$ cat src/design/scpc_mul.sv
// Iterative 64x64 multiplier, low 64 bits, one 16-bit digit per cycle.
module scpc_mul (
   input  logic        clock,
   input  logic        reset,
   input  logic        start,
   input  logic [63:0] op_a,
   input  logic [63:0] op_b,
   output logic        done,
   output logic [63:0] product
);
   logic [63:0] a_ff, a_in;
   logic [63:0] b_ff, b_in;
   logic [63:0] p_ff, p_in;
   logic [1:0]  cnt_ff, cnt_in;
   logic        busy_ff, busy_in;
   logic        done_ff, done_in;
   logic [79:0] partial;

   always_comb begin
      partial = a_ff * b_ff[15:0];
      a_in    = a_ff;
      b_in    = b_ff;
      p_in    = p_ff;
      cnt_in  = cnt_ff;
      busy_in = busy_ff;
      done_in = 1'b0;
      if (start) begin
         a_in    = op_a;
         b_in    = op_b;
         p_in    = 64'd0;
         cnt_in  = 2'd0;
         busy_in = 1'b1;
      end else if (busy_ff) begin
         // add one digit row, then move to the next digit
         p_in   = p_ff + partial[63:0];
         a_in   = {a_ff[47:0], 16'd0};
         b_in   = {16'd0, b_ff[63:16]};
         cnt_in = cnt_ff + 2'd1;
         if (cnt_ff == 2'd3) begin
            busy_in = 1'b0;
            done_in = 1'b1;
         end
      end
   end

   always_ff @(posedge clock) begin
      if (reset) begin
         busy_ff <= 1'b0;
         done_ff <= 1'b0;
         cnt_ff  <= 2'd0;
      end else begin
         busy_ff <= busy_in;
         done_ff <= done_in;
         cnt_ff  <= cnt_in;
      end
      a_ff <= a_in;
      b_ff <= b_in;
      p_ff <= p_in;
   end

   assign done    = done_ff;
   assign product = p_ff;
endmodule

$ cat config.mk
export PLATFORM = sky130hd
export DESIGN_NAME = scpc_mul
export DESIGN_NICKNAME = d
export VERILOG_FILES = /design/src/design/scpc_mul.sv
export SDC_FILE = /design/constraint.sdc
export NUM_CORES = 2
export LEC_CHECK = 0
export BUFFER_PORTS_ARGS = -buffer_cell sky130_fd_sc_hd__buf_2
export CORE_UTILIZATION = 43
export DETAILED_ROUTE_END_ITERATION = 16
export SYNTH_ARGS = -nofsm -noshare
export SYNTH_HDL_FRONTEND = slang
export SYNTH_SLANG_ARGS = --single-unit
$ cat constraint.sdc
create_clock -name clock -period 21.1 [get_ports clock]
set_clock_uncertainty 0.2 [all_clocks]
set_input_delay 4.22 -clock clock [delete_from_list [all_inputs] [get_ports clock]]
set_output_delay 4.22 -clock clock [all_outputs]
set_load 0.01 [all_outputs]
After elaboration in Yosys (flattened, before gate mapping)

Index checks and enable logic that the tools add are counted.

Input bits: 131
Flip-flop bits (word level): 196
Output and inout bits: 65
Word-level logic and storage cells: 22

Reduce and logical (&&, ||, !) cells: 3
Mux-type cells: 8
$add $sub $neg: 2
Bitwise logic cells: 1
Equality and inequality tests: 1
Multiply operators: 1

Operators by type and width:

| operator                                                      | number |
|---|---|
| 64-bit two-way mux                                            | 4 |
| 64-bit adder                                                  | 1 |
| 64-bit by 16-bit multiplier with 64-bit output                | 1 |
| 1-bit two-way mux                                             | 4 |
| 3-bit OR reduction                                            | 1 |
| 2-bit by 1-bit adder with 2-bit output, second input constant | 1 |
| 2-bit equality test, second input constant                    | 1 |
| 2-bit nonzero test                                            | 1 |
| 2-bit OR reduction                                            | 1 |
| 1-bit inverter                                                | 1 |

Logic depth before layout (Yosys ltp)

Depth in word-level cells: 4
Mapped depth: 26
Depth with buffers taken out: 24

Worst setup path after synthesis

No wires, ideal clock.

Path kind: in2reg
From: input port start
To: register a_ff[0] (enable)
Setup slack: 12.083 ns
Path buffers: 2
Library setup time: 0.543 ns
Cell stages on the path: 4
Required time: 20.357 ns
Arrival: 8.274 ns
Cells stage by stage: clkbuf_1 nor2_1 inv_1 clkbuf_1

Word-level cells in the longest chain between the ends: 1

Ends and longest elaborated chain:

| element                      | line | source |
|---|---|---|
| start: declaration           | 5    | `input logic start,` |
| 2-bit nonzero test (no line) | -    |  |
| end signal: assignment       | 56   | `a_ff <= a_in;` |
| end: declaration             | 11   | `logic [63:0] a_ff, a_in;` |

No other way between the ends.
A chain may end at the register's enable or synchronous reset.

Final worst setup path

From: register b_ff[6]
To: register p_ff[63] (netlist: product[63])

Word-level cells in the longest chain between the ends: 2

Ends and longest elaborated chain:

| element                                        | line | source |
|---|---|---|
| start: declaration                             | 12   | `logic [63:0] b_ff, b_in;` |
| start signal: assignment                       | 57   | `b_ff <= b_in;` |
| 64-bit by 16-bit multiplier with 64-bit output | 20   | `partial = a_ff * b_ff[15:0];` |
| 64-bit adder                                   | 35   | `p_in = p_ff + partial[63:0];` |
| end signal: assignment                         | 58   | `p_ff <= p_in;` |
| end: declaration                               | 13   | `logic [63:0] p_ff, p_in;` |

No other way between the ends.

==> metrics.csv <==
metric,value,unit
status,"finished, final reports clean",
P&R area growth vs syn,7.00,%
io pins,196,
Mapped Cells,3952,
Post-Synth Adder-Cell Area,48.2,%
synth unique cells,71,
share of post-route cells with drive strength above 1,9.44,%
"Setup violations, final",0,
Crit path required time,21340,ps
initial antenna violation count,4,
CP Cell Sequence,buf_4 -> nand2_1 -> fa_1 -> inv_1 -> fa_1 -> inv_1 -> fa_1 -> inv_1 -> fa_1 -> fa_1 -> inv_1 -> fa_1 -> inv_1 -> ha_1 -> nand4_1 -> nor3_1 -> nand2_1 -> o221a_2 -> o21a_2 -> o2111ai_1 -> a311oi_1 -> xnor2_1 -> a211oi_1,
Inserted Clock Buffers,17,
clk slew on worst S/H paths,110,ps
Total Wirelength,107,mm
Row Count,106,
Die Span X,293,um
Synth Area in XOR/XNOR,2.02,%
max_cap viols,0,
post_cts resized,0,
top post-synthesis cells by area,"fa_1 45%, inv_1 11%, edfxtp_1 11%",
H-tree levels,4,
r2r setup slk,12540,ps
pin count of the biggest net entering global routing,87,
area of the multi-input gates,0.0265,mm^2
flip-flop and latch area,0.00521,mm^2
initial detailed-routing violation count,2111,
Placer Congestion,0.941,
Crit path arrival time,8800,ps
cts-stage hold buffer count,0,
post-synth top area cell,fa_1,
number of flops mapped to enable cells by yosys,128,
Core Box Area,0.0838,mm^2
final hold violation count,0,
hold path endpoint,product[4],
TritonCTS clock tree,yes,
setup_tns,0,ps
initial core utilization,43.5,%
die area,0.0859,mm^2
top_reg_cell synth,edfxtp_1,
"Slew Viols, Final",0,
CP max stage delay,1050,ps
CP Class,reg2reg,
Util after Layout,46.5,%
multiplexer share of the synthesized area,3.79,%
syn nets,4998,
CTS Root Cell,clkbuf_16,
drt pass-1 iters,5,
most frequent cell after synthesis,inv_1,
main combinational cell family by area after synthesis,adder cells,
detailed-route via count,26700,
Die Span Y,293,um
Sink Count,196,
synth cell count leaders,"1044 x inv_1, 814 x fa_1, 687 x nand2_1",
Worst Setup End Kind,register,
start point of the worst hold path,product[4],
Final ANT Viol Nets,0,
Vias per Instance,5.20,
post-DP HPWL,81.3,mm
worst hold path class,reg2reg,
Mapped Area,0.0364,mm^2
Worst R2R Path Depth,23,
Critical Path Most Common Cell,fa_1,
Tcrit/Tclk final,40.5,%
final net count,5039,
PortBufs,195,
vias in the first global route,28900,
Rel. slew slack,14.1,%
worst r2r dst,product[63],
"FFs w/ async S/R, synth",0,%
Synth Register Bits,196,
post-synthesis simple-gate area fraction,14.3,%
Startpoint Class,register,
drt wl/cell,20.8,um
Syn Area/Cell,9.22,um^2
first-pass GRT wire length,170,mm
Hold Path Depth,2,
total overflow reported by the global router,0,
Crit Path Max Fanout,33,
worst-margin pin slew,1280,ps
fmax,117,MHz
RSZ-0062 raised after global routing,false,
DRC viols,0,
gr usage total,26.5,%
# fillers,8217,
Post-CTS Setup Repair Bufs,0,
Clock Tree Buf Depth,2,
clock latency on the worst-skew pair,540,ps
post-synthesis compound-gate area fraction,4.50,%
crit path time final,8560,ps
warnings from Yosys,0,
post-synth top area share,44.7,%
Crit Reg-Reg Startpoint,b_ff[6],
CP max-delay cell,edfxtp_1,
post-synthesis sequential area ratio,14.3,%
worst max path at each step:
stage / cells after the start / end / slack (ps) / start
3_5_place_dp: 23 / product[63] / 12700 / b_ff[6]
4_1_cts: 23 / product[63] / 12640 / b_ff[6]
2_1_floorplan: 4 / a_ff[0] / 12080 / start
3_3_place_gp: 23 / product[63] / 12690 / b_ff[6]
6_report: 23 / product[63] / 12540 / b_ff[6]
5_1_grt: 23 / product[63] / 12240 / b_ff[6]
layout by cell type (no fill, tap or decap), types with 12 or more instances in the layout:
cell / count
fa_1: 814
inv_1: 1043
edfxtp_1: 128
mux2_2: 97
xor2_1: 28
dfxtp_1: 67
buf_4: 38
xnor2_1: 56
clkbuf_16: 17
buf_2: 194
a21oi_1: 63
o22ai_1: 20
and2_1: 290
nor2_1: 67
and3_1: 12
o21ai_0: 29
a21o_1: 38
nand3_1: 18
mux2i_1: 29
ha_1: 101
nand2_1: 687
logic make-up (layout without fill, tap and decap cells):
family	Yosys count	after routing
buffers and inverters	1255	1309
AND/OR/NAND/NOR	1134	1134
adder cells (fa/ha/maj)	915	915
AO/OA/AOI/OAI	242	242
flip-flops	196	196
multiplexers	126	126
XOR/XNOR	84	84
other	0	2
sequential cells by signal, indices dropped and copies added, names as in the netlist:
signal   count
busy_ff      1
cnt_ff       2
done         1
b_ff        64
a_ff        64
product     64
layout make-up:
cell class	count	share of cell area, %
Tap cell	1134	3.64
Clock inverter	15	0.562
Sequential cell	196	13.4
Clock buffer	17	1.09
Inverter	1044	10.1
Multi-Input combinational cell	2501	68.0
Antenna cell	2	0.0128
Timing Repair Buffer	233	3.25
through the flow:
step	instances	worst slack (ps)	hold slack, ps	instance area [um^2]
2_1_floorplan	3952	12080	297	36400
3_3_place_gp	5108	12690	283	38300
3_5_place_dp	5108	12700	285	38300
4_1_cts	5140	12640	298	39000
5_1_grt	5140	12240	344	39000
6_report	5142	12540	299	39000
layer usage:
| layer | vias up | part of all wire (%) | GRT usage [%] |
|---|---|---|---|
| li1 | 11600 | - | - |
| met1 | 13900 | 41 | 35.4 |
| met2 | 1136 | 47 | 43.0 |
| met3 | 176 | 7.9 | 4.31 |
| met4 | 2 | 3.8 | 10.5 |
| met5 | - | 0.010 | 0 |
critical path: cells and delay by family (launching register included):
family	cells	cell delay, ps
AO/OA/AOI/OAI	5	1290
XOR/XNOR	1	160
adder cells (fa/ha/maj)	7	3410
buffers and inverters	6	800
flip-flops	1	1050
AND/OR/NAND/NOR	4	1490
Power is not shown: default switching activity piles up to over one toggle a cycle in this logic, so the estimate is an artifact.
