[src/design/scpc_div.sv]
// Restoring radix-2 divider: 64-bit dividend, narrow divisor, one bit per cycle.
module scpc_div #(
   parameter int DW = 13
) (
   input  logic          clock,
   input  logic          reset,
   input  logic          start,
   input  logic [63:0]   dividend,
   input  logic [DW-1:0] divisor,
   output logic          done,
   output logic [63:0]   quotient,
   output logic [DW-1:0] remainder
);
   logic [63:0]   q_ff, q_in;
   logic [DW-1:0] r_ff, r_in;
   logic [DW-1:0] d_ff, d_in;
   logic [5:0]    cnt_ff, cnt_in;
   logic          busy_ff, busy_in;
   logic          done_ff, done_in;
   logic [DW:0]   trial;
   logic [DW:0]   diff;

   always_comb begin
      trial   = {r_ff, q_ff[63]};
      diff    = trial - {1'b0, d_ff};
      q_in    = q_ff;
      r_in    = r_ff;
      d_in    = d_ff;
      cnt_in  = cnt_ff;
      busy_in = busy_ff;
      done_in = 1'b0;
      if (start) begin
         q_in    = dividend;
         r_in    = '0;
         d_in    = divisor;
         cnt_in  = 6'd63;
         busy_in = 1'b1;
      end else if (busy_ff) begin
         if (trial >= {1'b0, d_ff}) begin
            r_in = diff[DW-1:0];
            q_in = {q_ff[62:0], 1'b1};
         end else begin
            r_in = trial[DW-1:0];
            q_in = {q_ff[62:0], 1'b0};
         end
         cnt_in = cnt_ff - 6'd1;
         if (cnt_ff == 6'd0) begin
            busy_in = 1'b0;
            done_in = 1'b1;
         end
      end
   end

   always_ff @(posedge clock) begin
      if (reset) begin
         busy_ff <= 1'b0;
         done_ff <= 1'b0;
         cnt_ff  <= 6'd0;
      end else begin
         busy_ff <= busy_in;
         done_ff <= done_in;
         cnt_ff  <= cnt_in;
      end
      q_ff <= q_in;
      r_ff <= r_in;
      d_ff <= d_in;
   end

   assign done      = done_ff;
   assign quotient  = q_ff;
   assign remainder = r_ff;
endmodule
[config.mk]
export PLATFORM = sky130hd
export DESIGN_NAME = scpc_div
export DESIGN_NICKNAME = d
export VERILOG_FILES = /design/src/design/scpc_div.sv
export SDC_FILE = /design/constraint.sdc
export NUM_CORES = 1
export LEC_CHECK = 0
export ABC_CLOCK_PERIOD_IN_PS = 4200
export BUFFER_PORTS_ARGS = -buffer_cell sky130_fd_sc_hd__buf_2
export CAP_MARGIN = 25
export CELL_PAD_IN_SITES_DETAIL_PLACEMENT = 0
export CELL_PAD_IN_SITES_GLOBAL_PLACEMENT = 1
export CORE_ASPECT_RATIO = 1.25
export CORE_MARGIN = 2
export CORE_UTILIZATION = 40
export CTS_BUF_LIST = sky130_fd_sc_hd__clkbuf_4
export DETAILED_ROUTE_END_ITERATION = 16
export PLACE_DENSITY_LB_ADDON = 0.12
export REMOVE_ABC_BUFFERS = 1
export SYNTH_ARGS = -nofsm -noshare
export SYNTH_HDL_FRONTEND = slang
export SYNTH_SLANG_ARGS = --single-unit
[constraint.sdc]
create_clock -name clock -period 4.2 [get_ports clock]
set_clock_uncertainty 0.15 [all_clocks]
set_input_delay 0.42 -clock clock [delete_from_list [all_inputs] [get_ports clock]]
set_output_delay 0.42 -clock clock [all_outputs]
set_load 0.02 [all_outputs]
* After elaboration in Yosys (flattened, before gate mapping) *
Cells that the tools add are included.

cells by class
  $add $sub $neg = 2
  muxes and demuxes = 10
  reductions and logical operators = 3
  order comparisons = 1
  bitwise gates (word level) = 1

operator list
  cell                 count
  $mux 64              2
  $ge 14x13->1         1
  $mux 13              1
  $sub 13x13->13       1
  $mux 6               2
  $logic_not 6->1      1
  $sub 6x1->6 const B  1
  $mux 1               5
  $reduce_or 3->1      1
  $reduce_bool 2->1    1
  $not 1->1            1

word-level totals
  input bits = 80
  flip-flop bits (word level) = 98
  output and inout bits = 78

* Depth between registers and ports, before layout *
Gate-level depths: netlist of the first run.

  depth after elaboration = 4
  depth in mapped cells = 11
  mapped depth without buffers = 10

* Worst setup path before layout of the first run *
OpenSTA, ideal clock, no wires.

  kind = register to register
  start = register q_ff[63] (netlist: quotient[63])
  end = register q_ff[0] (netlist: quotient[0]) (data pin)
  library setup time = 0.260 ns
  arrival = 2.265 ns
  path slack = 1.525 ns
  clock period less this slack = 2.675 ns
  path buffers = 0
  stages on the path, launching flop included = 11
  cell sequence = edfxtp_1 inv_1 ha_1 inv_1 fa_1 a211oi_1 o21ai_1 a21oi_2 a21o_1 nand2_1 mux2_2

on the way
  word-level cells in the longest chain between the ends = 4

ends and longest elaborated chain
  what                      RTL line  source
  start: declaration        14        logic [63:0] q_ff, q_in;
  start signal: assignment  64        q_ff <= q_in;
  $ge 14x13->1              39        if (trial >= {1'b0, d_ff}) begin
  $mux 1                    39
  $mux 64                   38        end else if (busy_ff) begin
  $mux 64                   32        if (start) begin
  net q_in[0]               14

The timed path passes the listed nets, and every way through them passes these cells. The select of a mux whose other input is x is not followed.
A chain may end at the register's enable or synchronous reset.

* Final worst setup path of the first run *
Ends and elaborated chain as after synthesis.

==> flow_metrics.py, run 1 <==
metrics = {
    "sta": {
        "period_share_pct": 73.2,
        "drv_slew": 0,
        "hold_viol_final": 0,
        "fmax_mhz": 325,
        "maxSlewHeadroom_pct": 49.5,
        "setup_viol": 0,
        "rsz0062_at_grt": "false",
        "post-route-min-period_ps": 3080,
        "fin_hold_ws_ps": 93.1,
        "fin_setup_tns_ps": 0,
        "worstMarginPinSlew_ps": 758,
    },
    "global_routing": {
        "grt_usage_pct": 17.6,
        "grt_first_pass_wirelength_um": 17900,
        "antenna_found_initial": 0,
        "grtUsageMet1_pct": 21.6,
        "use_met2_pct": 29.2,
        "grt-busiest-layer": "met2",
        "grt_start_max_net_pins": 61,
        "overflow": 0,
        "grt_use_met3_pct": 6.45,
        "grt_pass1_vias": 3641,
    },
    "clock_tree": {
        "clk_pin_slew_ps": 160,
        "cts_sinks": 98,
        "h-tree-depth": 3,
        "clk_path_buf_depth": 2,
        "cts_hold_buf": 13,
        "cts_root_buffer": "clkbuf_4",
        "cts_tree": "built",
        "cts_setup_buffers": 0,
        "cts_buffers": 9,
        "cts.repair.resized": 0,
        "clock_latency_ps": 430,
    },
    "setup_path": {
        "worstPathArrival_ps": 3130,
        "worstSetupEndpointType": "flip-flop",
        "r2r-start": "quotient[63]$_DFFE_PP_",
        "crit_required_ps": 4250,
        "startpoint_type": "flip-flop",
        "ff2ff_path_depth": 10,
        "cp_max_fo": 14,
        "reg2reg_to": "quotient[0]$_DFFE_PP_",
        "r2r_setup_slack_ps": 1120,
        "critical_path_class": "reg -> reg",
    },
    "hold_path": {
        "min_to": "cnt_ff[4]$_SDFFE_PP0P_",
        "holdPathStages": 2,
        "min-delay-start": "reset",
        "hold_class": "in -> reg",
    },
    "floorplan": {
        "fp.dieW_um": 102,
        "io_pins": 158,
        "die_h_um": 126,
        "floorplan.initialDensity_pct": 41.0,
        "dieArea_mm2": 0.0129,
        "num_rows": 44,
        "core_area_mm2": 0.0117,
    },
    "synthesis": {
        "synth_area_per_cell_um2": 12.9,
        "synth_compound_area_share_pct": 9.01,
        "synthArstFlopShare_pct": 0,
        "synthFlopType": "edfxtp_1",
        "synthMostInstantiatedCell": "edfxtp_1",
        "synth_top_family_by_area": "multiplexers",
        "synth-xor-area-share_pct": 2.38,
        "synth_edf_count": 77,
        "synth_adder_area_share_pct": 4.34,
        "synth_area_mm2": 0.00479,
        "yosysSeqAreaShare_pct": 57.1,
        "syn_inst": 371,
        "synthSimpleGateAreaFrac_pct": 8.36,
        "yosys.area.top_type": "edfxtp_1",
        "ys_seq_elements": 98,
        "synth_top_area_share_pct": 48.3,
        "synthTopCellsByCount": "edfxtp_1 (77), mux2_2 (64), nor2_1 (31), dfxtp_1 (21), inv_1 (18)",
        "muxShareOfSynthArea_pct": 15.5,
        "synth.distinct_cells": 54,
        "yosysWarnings": 0,
        "synth.area.top_cells": "edfxtp_1 (48%), mux2_2 (15%), dfxtp_1 (8.8%)",
    },
    "status": {
        "status": "finished, final reports clean",
    },
    "detailed_routing": {
        "drt-initial-drc-count": 124,
        "dr.pass1.iters": 4,
        "drcViolationCount": 0,
        "avgViaCountPerCell": 5.06,
        "wl_per_cell_um": 15.8,
        "vias": 3544,
        "routed_wl_um": 11100,
        "antenna_left": 0,
    },
    "power_and_ir_drop": {
        "vdd_drop_max_mv": 0.190,
        "power_mw": 2.43,
        "power_density_mw_per_mm2": 404,
        "p_leak_nw": 2.56,
    },
    "cells_and_area": {
        "diodes": 0,
        "final_layout_size_suffix_gt1_share_pct": 46.8,
        "nFillCells": 1106,
        "ff_latch_area_mm2": 0.00273,
        "area_growth_pct": 25.9,
        "multiInputGateArea_mm2": 0.00189,
        "fin_nets": 630,
    },
    "placement": {
        "hpwl_um": 7940,
        "port_buffers": 157,
        "gp_congestion": 0.783,
    },
    "run": {
        "maxCapViolations": 0,
    },
}
==> logic make-up after synthesis <==
family / after synthesis
buf+inv: 40
simple gates: 79
xor+xnor: 13
compound gates: 59
flops: 98
mux: 66
fa+ha+maj: 16
==> critical path, stage by stage (launching register included) <==
cell and delay (ps):
edfxtp_1 410, inv_1 80, ha_1 150, inv_1 50, fa_1 410, a211oi_1 250, o21ai_1 130, a21oi_2 220
a21o_1 500, nand2_1 190, mux2_2 300
==> cell usage in the layout, fill, tap and decap left out, types with 2 or more instances in the layout <==
cell | netlist | layout
nor2_1 | 31 | 31
buf_2 | 2 | 156
a211oi_1 | 2 | 2
o21ai_0 | 2 | 2
dfxtp_1 | 21 | 21
a31o_2 | 2 | 2
xor2_1 | 5 | 5
bufinv_16 | 0 | 3
or3_1 | 2 | 2
and3_1 | 2 | 2
nand4_1 | 2 | 2
a311oi_1 | 9 | 9
nor2b_1 | 2 | 2
xnor2_1 | 8 | 8
clkbuf_4 | 0 | 9
dlygate4sd3_1 | 0 | 13
inv_1 | 18 | 18
a221oi_1 | 2 | 2
o21ai_1 | 11 | 11
edfxtp_1 | 77 | 77
nand3_1 | 16 | 16
mux2_2 | 64 | 64
or2_2 | 2 | 2
nor3_1 | 4 | 4
ha_1 | 15 | 15
mux2i_1 | 2 | 2
a21oi_2 | 2 | 2
a21o_1 | 5 | 5
a21oi_1 | 11 | 11
nand2b_1 | 2 | 2
nand2_1 | 6 | 6
a311oi_2 | 3 | 3
buf_4 | 2 | 5
==> worst max path at each step <==
stage | start | end | slack (ps)
floorplan | quotient[63]$_DFFE_PP_ | quotient[0]$_DFFE_PP_ | 1320
global placement | quotient[63]$_DFFE_PP_ | quotient[0]$_DFFE_PP_ | 1160
detailed placement | quotient[63]$_DFFE_PP_ | quotient[0]$_DFFE_PP_ | 1090
CTS | quotient[63]$_DFFE_PP_ | quotient[0]$_DFFE_PP_ | 1070
global route | quotient[63]$_DFFE_PP_ | quotient[0]$_DFFE_PP_ | 910
finish | quotient[63]$_DFFE_PP_ | quotient[0]$_DFFE_PP_ | 1120
==> metal layers <==
metal,share of wire [%],wire length (um)
met5,0,0
met4,1.2,137
met3,7.4,821
met2,50,5500
met1,42,4610
==> where the power goes <==
group | internal [mW] | total [mW] | switching, mW
Clock | 0.301 | 0.622 | 0.321
Sequential | 1.16 | 1.22 | 0.0549
Combinational | 0.253 | 0.593 | 0.340
Total | 1.72 | 2.43 | 0.716
==> layout make-up <==
| class | instances | area share (%) |
|---|---|---|
| flip-flops and latches | 98 | 45.3 |
| repair buffers | 174 | 15.7 |
| inverters | 18 | 1.12 |
| well taps | 161 | 3.34 |
| clock buffers | 9 | 1.12 |
| clock inverters | 7 | 1.91 |
| multi-input cells | 233 | 31.4 |
==> sequential cells by signal, summed over array words and instances, names as in the netlist <==
register / cells
remainder: 13
d_ff: 13
done: 1
busy_ff: 1
cnt_ff: 6
quotient: 64
==> metrics by stage <==
step	worst slack (ps)	cells	cell area [um2]	util, %
6_report	1120	700	6030	51.6
5_1_grt	910	700	6030	51.6
4_1_cts	1070	700	6030	51.6
3_5_place_dp	1090	671	5710	49.0
3_3_place_gp	1160	671	5710	49.0
2_1_floorplan	1320	349	4690	-
(Power assumes the default switching activity.)
==> run 2, diff against run 1 <==
--- a/config.mk
+++ b/config.mk
@@ -5,7 +5,7 @@
 export SDC_FILE = /design/constraint.sdc
 export NUM_CORES = 1
 export LEC_CHECK = 0
-export ABC_CLOCK_PERIOD_IN_PS = 4200
+export ABC_CLOCK_PERIOD_IN_PS = 2950
 export BUFFER_PORTS_ARGS = -buffer_cell sky130_fd_sc_hd__buf_2
 export CAP_MARGIN = 25
 export CELL_PAD_IN_SITES_DETAIL_PLACEMENT = 0
==> constraint.sdc (replaced) <==
create_clock -name clock -period 2.95 [get_ports clock]
set_clock_uncertainty 0.15 [all_clocks]
set_input_delay 0.295 -clock clock [delete_from_list [all_inputs] [get_ports clock]]
set_output_delay 0.295 -clock clock [all_outputs]
set_load 0.02 [all_outputs]
==> flow_metrics.py, run 2 (same netlist as run 1, synthesis figures left out) <==
metrics = {
    "status": {
        "status": "finished, final reports clean",
    },
    "placement": {
        "pre_cts_ws_ps": 278,
        "dp_cells": 674,
        "gp_congestion": 0.816,
        "hpwl_um": 7820,
        "place_area_mm2": 0.00576,
        "port_buffers": 157,
    },
    "detailed_routing": {
        "drt-initial-drc-count": 157,
        "wl_per_cell_um": 15.5,
        "routed_wl_um": 11900,
        "vias": 3832,
        "antenna_left": 0,
        "dr.pass1.iters": 4,
        "drcViolationCount": 0,
        "avgViaCountPerCell": 4.99,
    },
    "setup_path": {
        "startpoint_type": "flip-flop",
        "endpoint": "quotient[0]$_DFFE_PP_",
        "cp_max_fo": 3,
        "timing.critical_path.from": "quotient[63]$_DFFE_PP_",
        "crit_required_ps": 3030,
        "critical_path_class": "reg -> reg",
        "worstPathArrival_ps": 2730,
        "worstSetupEndpointType": "flip-flop",
        "r2r_setup_slack_ps": 300,
        "reg2reg_to": "quotient[0]$_DFFE_PP_",
        "ff2ff_path_depth": 10,
        "r2r-start": "quotient[63]$_DFFE_PP_",
    },
    "power_and_ir_drop": {
        "power_density_mw_per_mm2": 506,
        "p_leak_nw": 2.83,
        "seqPwrFrac_pct": 51.4,
        "p_comb_share_pct": 27.4,
        "swShare_pct": 30.7,
        "switchingPower_mw": 1.04,
        "vdd_drop_max_mv": 0.309,
        "p_int_mw": 2.34,
        "p_clk_share_pct": 21.2,
    },
    "floorplan": {
        "core_area_mm2": 0.0117,
        "floorplan.initialDensity_pct": 41.0,
        "io_pins": 158,
        "dieArea_mm2": 0.0129,
        "num_rows": 44,
        "fp.dieW_um": 102,
        "die_h_um": 126,
    },
    "sta": {
        "drv_slew": 0,
        "period_share_pct": 89.9,
        "post-route-min-period_ps": 2650,
        "setup_viol": 0,
        "rsz0062_at_grt": "false",
        "maxSlewHeadroom_pct": 63.0,
        "layout_setup_ws_ps": 299,
        "fin_hold_ws_ps": 131,
        "hold_viol_final": 0,
        "fmax_mhz": 377,
        "fin_setup_tns_ps": 0,
        "worstMarginPinSlew_ps": 555,
    },
    "cells_and_area": {
        "diodes": 0,
        "layout.cells.non_filler": 768,
        "postLayoutCellArea_mm2": 0.00667,
        "largest_reg_flops": 64,
        "final_layout_size_suffix_gt1_share_pct": 41.8,
        "nFillCells": 1015,
        "area_growth_pct": 39.4,
        "fin_nets": 698,
        "final_cell_mix": "buf_2 (156), dlygate4sd3_1 (78), edfxtp_1 (77), mux2_2 (64), nor2_1 (31)",
        "final_common_cell": "buf_2",
    },
    "run": {
        "maxCapViolations": 0,
    },
    "clock_tree": {
        "clk_pin_slew_ps": 160,
        "cts_setup_buffers": 0,
        "cts_sinks": 98,
        "clk_path_buf_depth": 2,
        "clock_latency_ps": 450,
        "cts_buffers": 9,
        "cts.repair.resized": 0,
        "cts_root_buffer": "clkbuf_4",
        "cts_tree": "built",
        "h-tree-depth": 3,
    },
    "global_routing": {
        "grt_start_max_net_pins": 65,
        "grt_first_pass_wirelength_um": 18800,
        "antenna_found_initial": 0,
        "grt_usage_pct": 18.6,
        "overflow": 0,
        "grt_pass1_vias": 3925,
    },
    "hold_path": {
        "hold_class": "in -> reg",
    },
}
==> run 2: final cells by class <==
cell class              count  area, um2  share of cell area, %
flip-flops and latches     98       2730                   40.9
multi-input cells         233       1890                   28.4
repair buffers            242       1650                   24.7
well taps                 161        201                   3.02
clock buffers              10       75.1                   1.12
inverters                  18       67.6                   1.01
clock inverters             6       56.3                  0.844
==> run 2: how the worst min path moves through the flow <==
stage                from                    endpoint  slack (ps)  cells past startpoint
2_1_floorplan       start  remainder[11]$_SDFFE_PP0P_         210                      1
3_3_place_gp   divisor[9]           d_ff[9]$_DFFE_PP_         320                      1
3_5_place_dp   divisor[1]           d_ff[1]$_DFFE_PP_         320                      1
4_1_cts             start           d_ff[4]$_DFFE_PP_          90                      1
5_1_grt             start           d_ff[4]$_DFFE_PP_         100                      1
6_report            start           d_ff[4]$_DFFE_PP_         130                      1
==> run 2: metrics by stage <==
| stage | utilization, % | power, mW |
|---|---|---|
| floorplan | - | 2.31 |
| global placement | 49.4 | 2.60 |
| detailed placement | 49.4 | 2.61 |
| CTS | 57.2 | 3.41 |
| global route | 57.2 | 3.56 |
| finish | 57.2 | 3.38 |
==> run 2: power groups by stage <==
stage               combinational (mW)  clock (mW)  sequential, mW
finish                           0.924       0.715            1.74
global route                      1.01       0.804            1.76
CTS                              0.927       0.749            1.74
detailed placement               0.845           0            1.76
global placement                 0.838           0            1.76
floorplan                        0.402           0            1.90
==> run 2: per-layer routing <==
metal	share of wire, %	global-route usage [%]
met4	1.7	6.35
met3	5.9	5.62
met2	51	31.8
met5	0	0
met1	41	22.0
==> run 2: timing repair <==
action | CTS | global route
hold endpoints to repair | 85 | 0
hold buffers | 78 | 0
setup endpoints to repair | 0 | 0
==> run 2: worst max-delay path, stage by stage (launching register included) <==
cell,delay [ps]
edfxtp_1,400
inv_1,80
ha_1,160
inv_1,50
fa_1,410
a211oi_1,250
o21ai_1,140
a21oi_2,220
a21o_1,170
nand2_1,120
mux2_2,290
==> run 3, diff against run 2 <==
--- a/config.mk
+++ b/config.mk
@@ -12,11 +12,12 @@
 export CELL_PAD_IN_SITES_GLOBAL_PLACEMENT = 1
 export CORE_ASPECT_RATIO = 1.25
 export CORE_MARGIN = 2
-export CORE_UTILIZATION = 40
+export CORE_UTILIZATION = 41
 export CTS_BUF_LIST = sky130_fd_sc_hd__clkbuf_4
 export DETAILED_ROUTE_END_ITERATION = 16
-export PLACE_DENSITY_LB_ADDON = 0.12
+export PLACE_DENSITY_LB_ADDON = 0.25
 export REMOVE_ABC_BUFFERS = 1
+export SLEW_MARGIN = 20
 export SYNTH_ARGS = -nofsm -noshare
 export SYNTH_HDL_FRONTEND = slang
 export SYNTH_SLANG_ARGS = --single-unit
==> flow_metrics.py, run 3 (same netlist as run 1, synthesis figures left out) <==
metrics = {
    "setup_path": {
        "cp_max_fo": 8,
        "crit_required_ps": 3150,
        "worstPathArrival_ps": 2900,
        "worstSetupEndpointType": "flip-flop",
        "critical_path_class": "reg -> reg",
        "startpoint_type": "flip-flop",
    },
    "floorplan": {
        "floorplan.initialDensity_pct": 41.6,
        "core_area_mm2": 0.0115,
        "num_rows": 44,
        "dieArea_mm2": 0.0126,
        "die_h_um": 125,
        "fp.dieW_um": 101,
        "io_pins": 158,
    },
    "sta": {
        "worstMarginPinSlew_ps": 579,
        "drv_slew": 0,
        "fin_hold_ws_ps": 32.5,
        "maxSlewHeadroom_pct": 61.4,
        "fmax_mhz": 371,
        "period_share_pct": 91.4,
        "rsz0062_at_grt": "false",
        "setup_viol": 0,
        "post-route-min-period_ps": 2700,
        "fin_setup_tns_ps": 0,
        "hold_viol_final": 0,
    },
    "cells_and_area": {
        "fin_nets": 699,
        "area_growth_pct": 39.0,
        "final_cell_mix": "buf_2 (156), edfxtp_1 (77), dlygate4sd3_1 (77), mux2_2 (64), nor2_1 (31)",
        "largest_reg_flops": 64,
        "final_layout_size_suffix_gt1_share_pct": 41.8,
        "layout.cells.non_filler": 746,
        "final_common_cell": "buf_2",
        "diodes": 0,
        "final_util_pct": 57.9,
    },
    "power_and_ir_drop": {
        "power_density_mw_per_mm2": 516,
        "vdd_drop_max_mv": 0.377,
        "p_leak_nw": 2.84,
        "power_mw": 3.43,
    },
    "global_routing": {
        "grt_start_max_net_pins": 60,
        "overflow": 0,
        "grt_usage_pct": 19.8,
        "grt_pass1_vias": 3981,
        "grt_first_pass_wirelength_um": 19700,
        "antenna_found_initial": 0,
    },
    "detailed_routing": {
        "avgViaCountPerCell": 5.11,
        "drcViolationCount": 0,
        "vias": 3815,
        "drt-initial-drc-count": 140,
        "wl_met2_um": 6420,
        "routed_wl_um": 12200,
        "top_layer": "met4",
        "dr.pass1.iters": 4,
        "wl_met1_um": 4880,
        "wl_met3_um": 674,
        "wl_per_cell_um": 16.3,
        "antenna_left": 0,
    },
    "run": {
        "maxCapViolations": 0,
    },
    "clock_tree": {
        "cts_root_buffer": "clkbuf_4",
        "clk_pin_slew_ps": 140,
        "cts_sinks": 98,
        "cts_tree": "built",
        "clk_path_buf_depth": 2,
        "clock_latency_ps": 440,
        "cts_buffers": 9,
        "h-tree-depth": 3,
    },
    "placement": {
        "gp_congestion": 0.809,
        "port_buffers": 157,
        "dp_cells": 651,
        "hpwl_um": 7860,
    },
    "hold_path": {
        "hold_class": "in -> reg",
    },
    "status": {
        "status": "finished, final reports clean",
    },
}
run 3: power by group:
| part | switching, mW | leakage, nW | internal, mW |
|---|---|---|---|
| Clock | 0.436 | 0.0801 | 0.335 |
| Sequential | 0.0819 | 0.944 | 1.65 |
| Combinational | 0.505 | 1.81 | 0.421 |
run 3: final cells by class:
class	count	area, um2
fillers	978	4850
flip-flops and latches	98	2730
multi-input cells	233	1890
repair buffers	243	1640
well taps	138	173
clock inverters	7	83.8
clock buffers	9	67.6
inverters	18	67.6
run 3: through the flow:
| step | setup slack, ps | instance area (um2) |
|---|---|---|
| 3_5_place_dp | 117 | 5720 |
| 3_3_place_gp | 175 | 5720 |
| 5_1_grt | 84.7 | 6660 |
| 6_report | 253 | 6660 |
| 4_1_cts | 128 | 6640 |
| 2_1_floorplan | 65.6 | 4690 |
run 3: routing by layer:
metal,up-vias,track usage [%]
met4,0,5.80
met3,17,4.83
met1,1822,23.4
met2,116,35.1
met5,-,0
li1,1860,-
run 3: worst max-delay path, stage by stage (launching register included):
cell and delay [ps]:
edfxtp_1 410, inv_1 80, ha_1 150, inv_1 60
fa_1 420, a211oi_1 250, o21ai_1 130, a21oi_2 210
a21o_1 200, buf_4 180, nand3_1 100, a311oi_1 280
run 3: worst paths after layout:
| path | start | end | slack (ps) | depth (start not counted) |
|---|---|---|---|---|
| setup reg to reg | quotient[63]$_DFFE_PP_ | remainder[1]$_SDFFE_PP0P_ | 250 | 11 |
| hold reg to reg | remainder[5]$_SDFFE_PP0P_ | remainder[5]$_SDFFE_PP0P_ | 380 | 2 |
| setup / recovery | quotient[63]$_DFFE_PP_ | remainder[1]$_SDFFE_PP0P_ | 250 | 11 |
| hold / removal | dividend[62] | quotient[62]$_DFFE_PP_ | 30 | 2 |
run 3: timing repair:
item                                    in CTS  in global routing
gates resized for setup                      0                  0
endpoints found under the setup margin       0                  2
endpoints found under the hold margin       84                  0
setup buffers                                0                  2
hold buffers                                77                  0
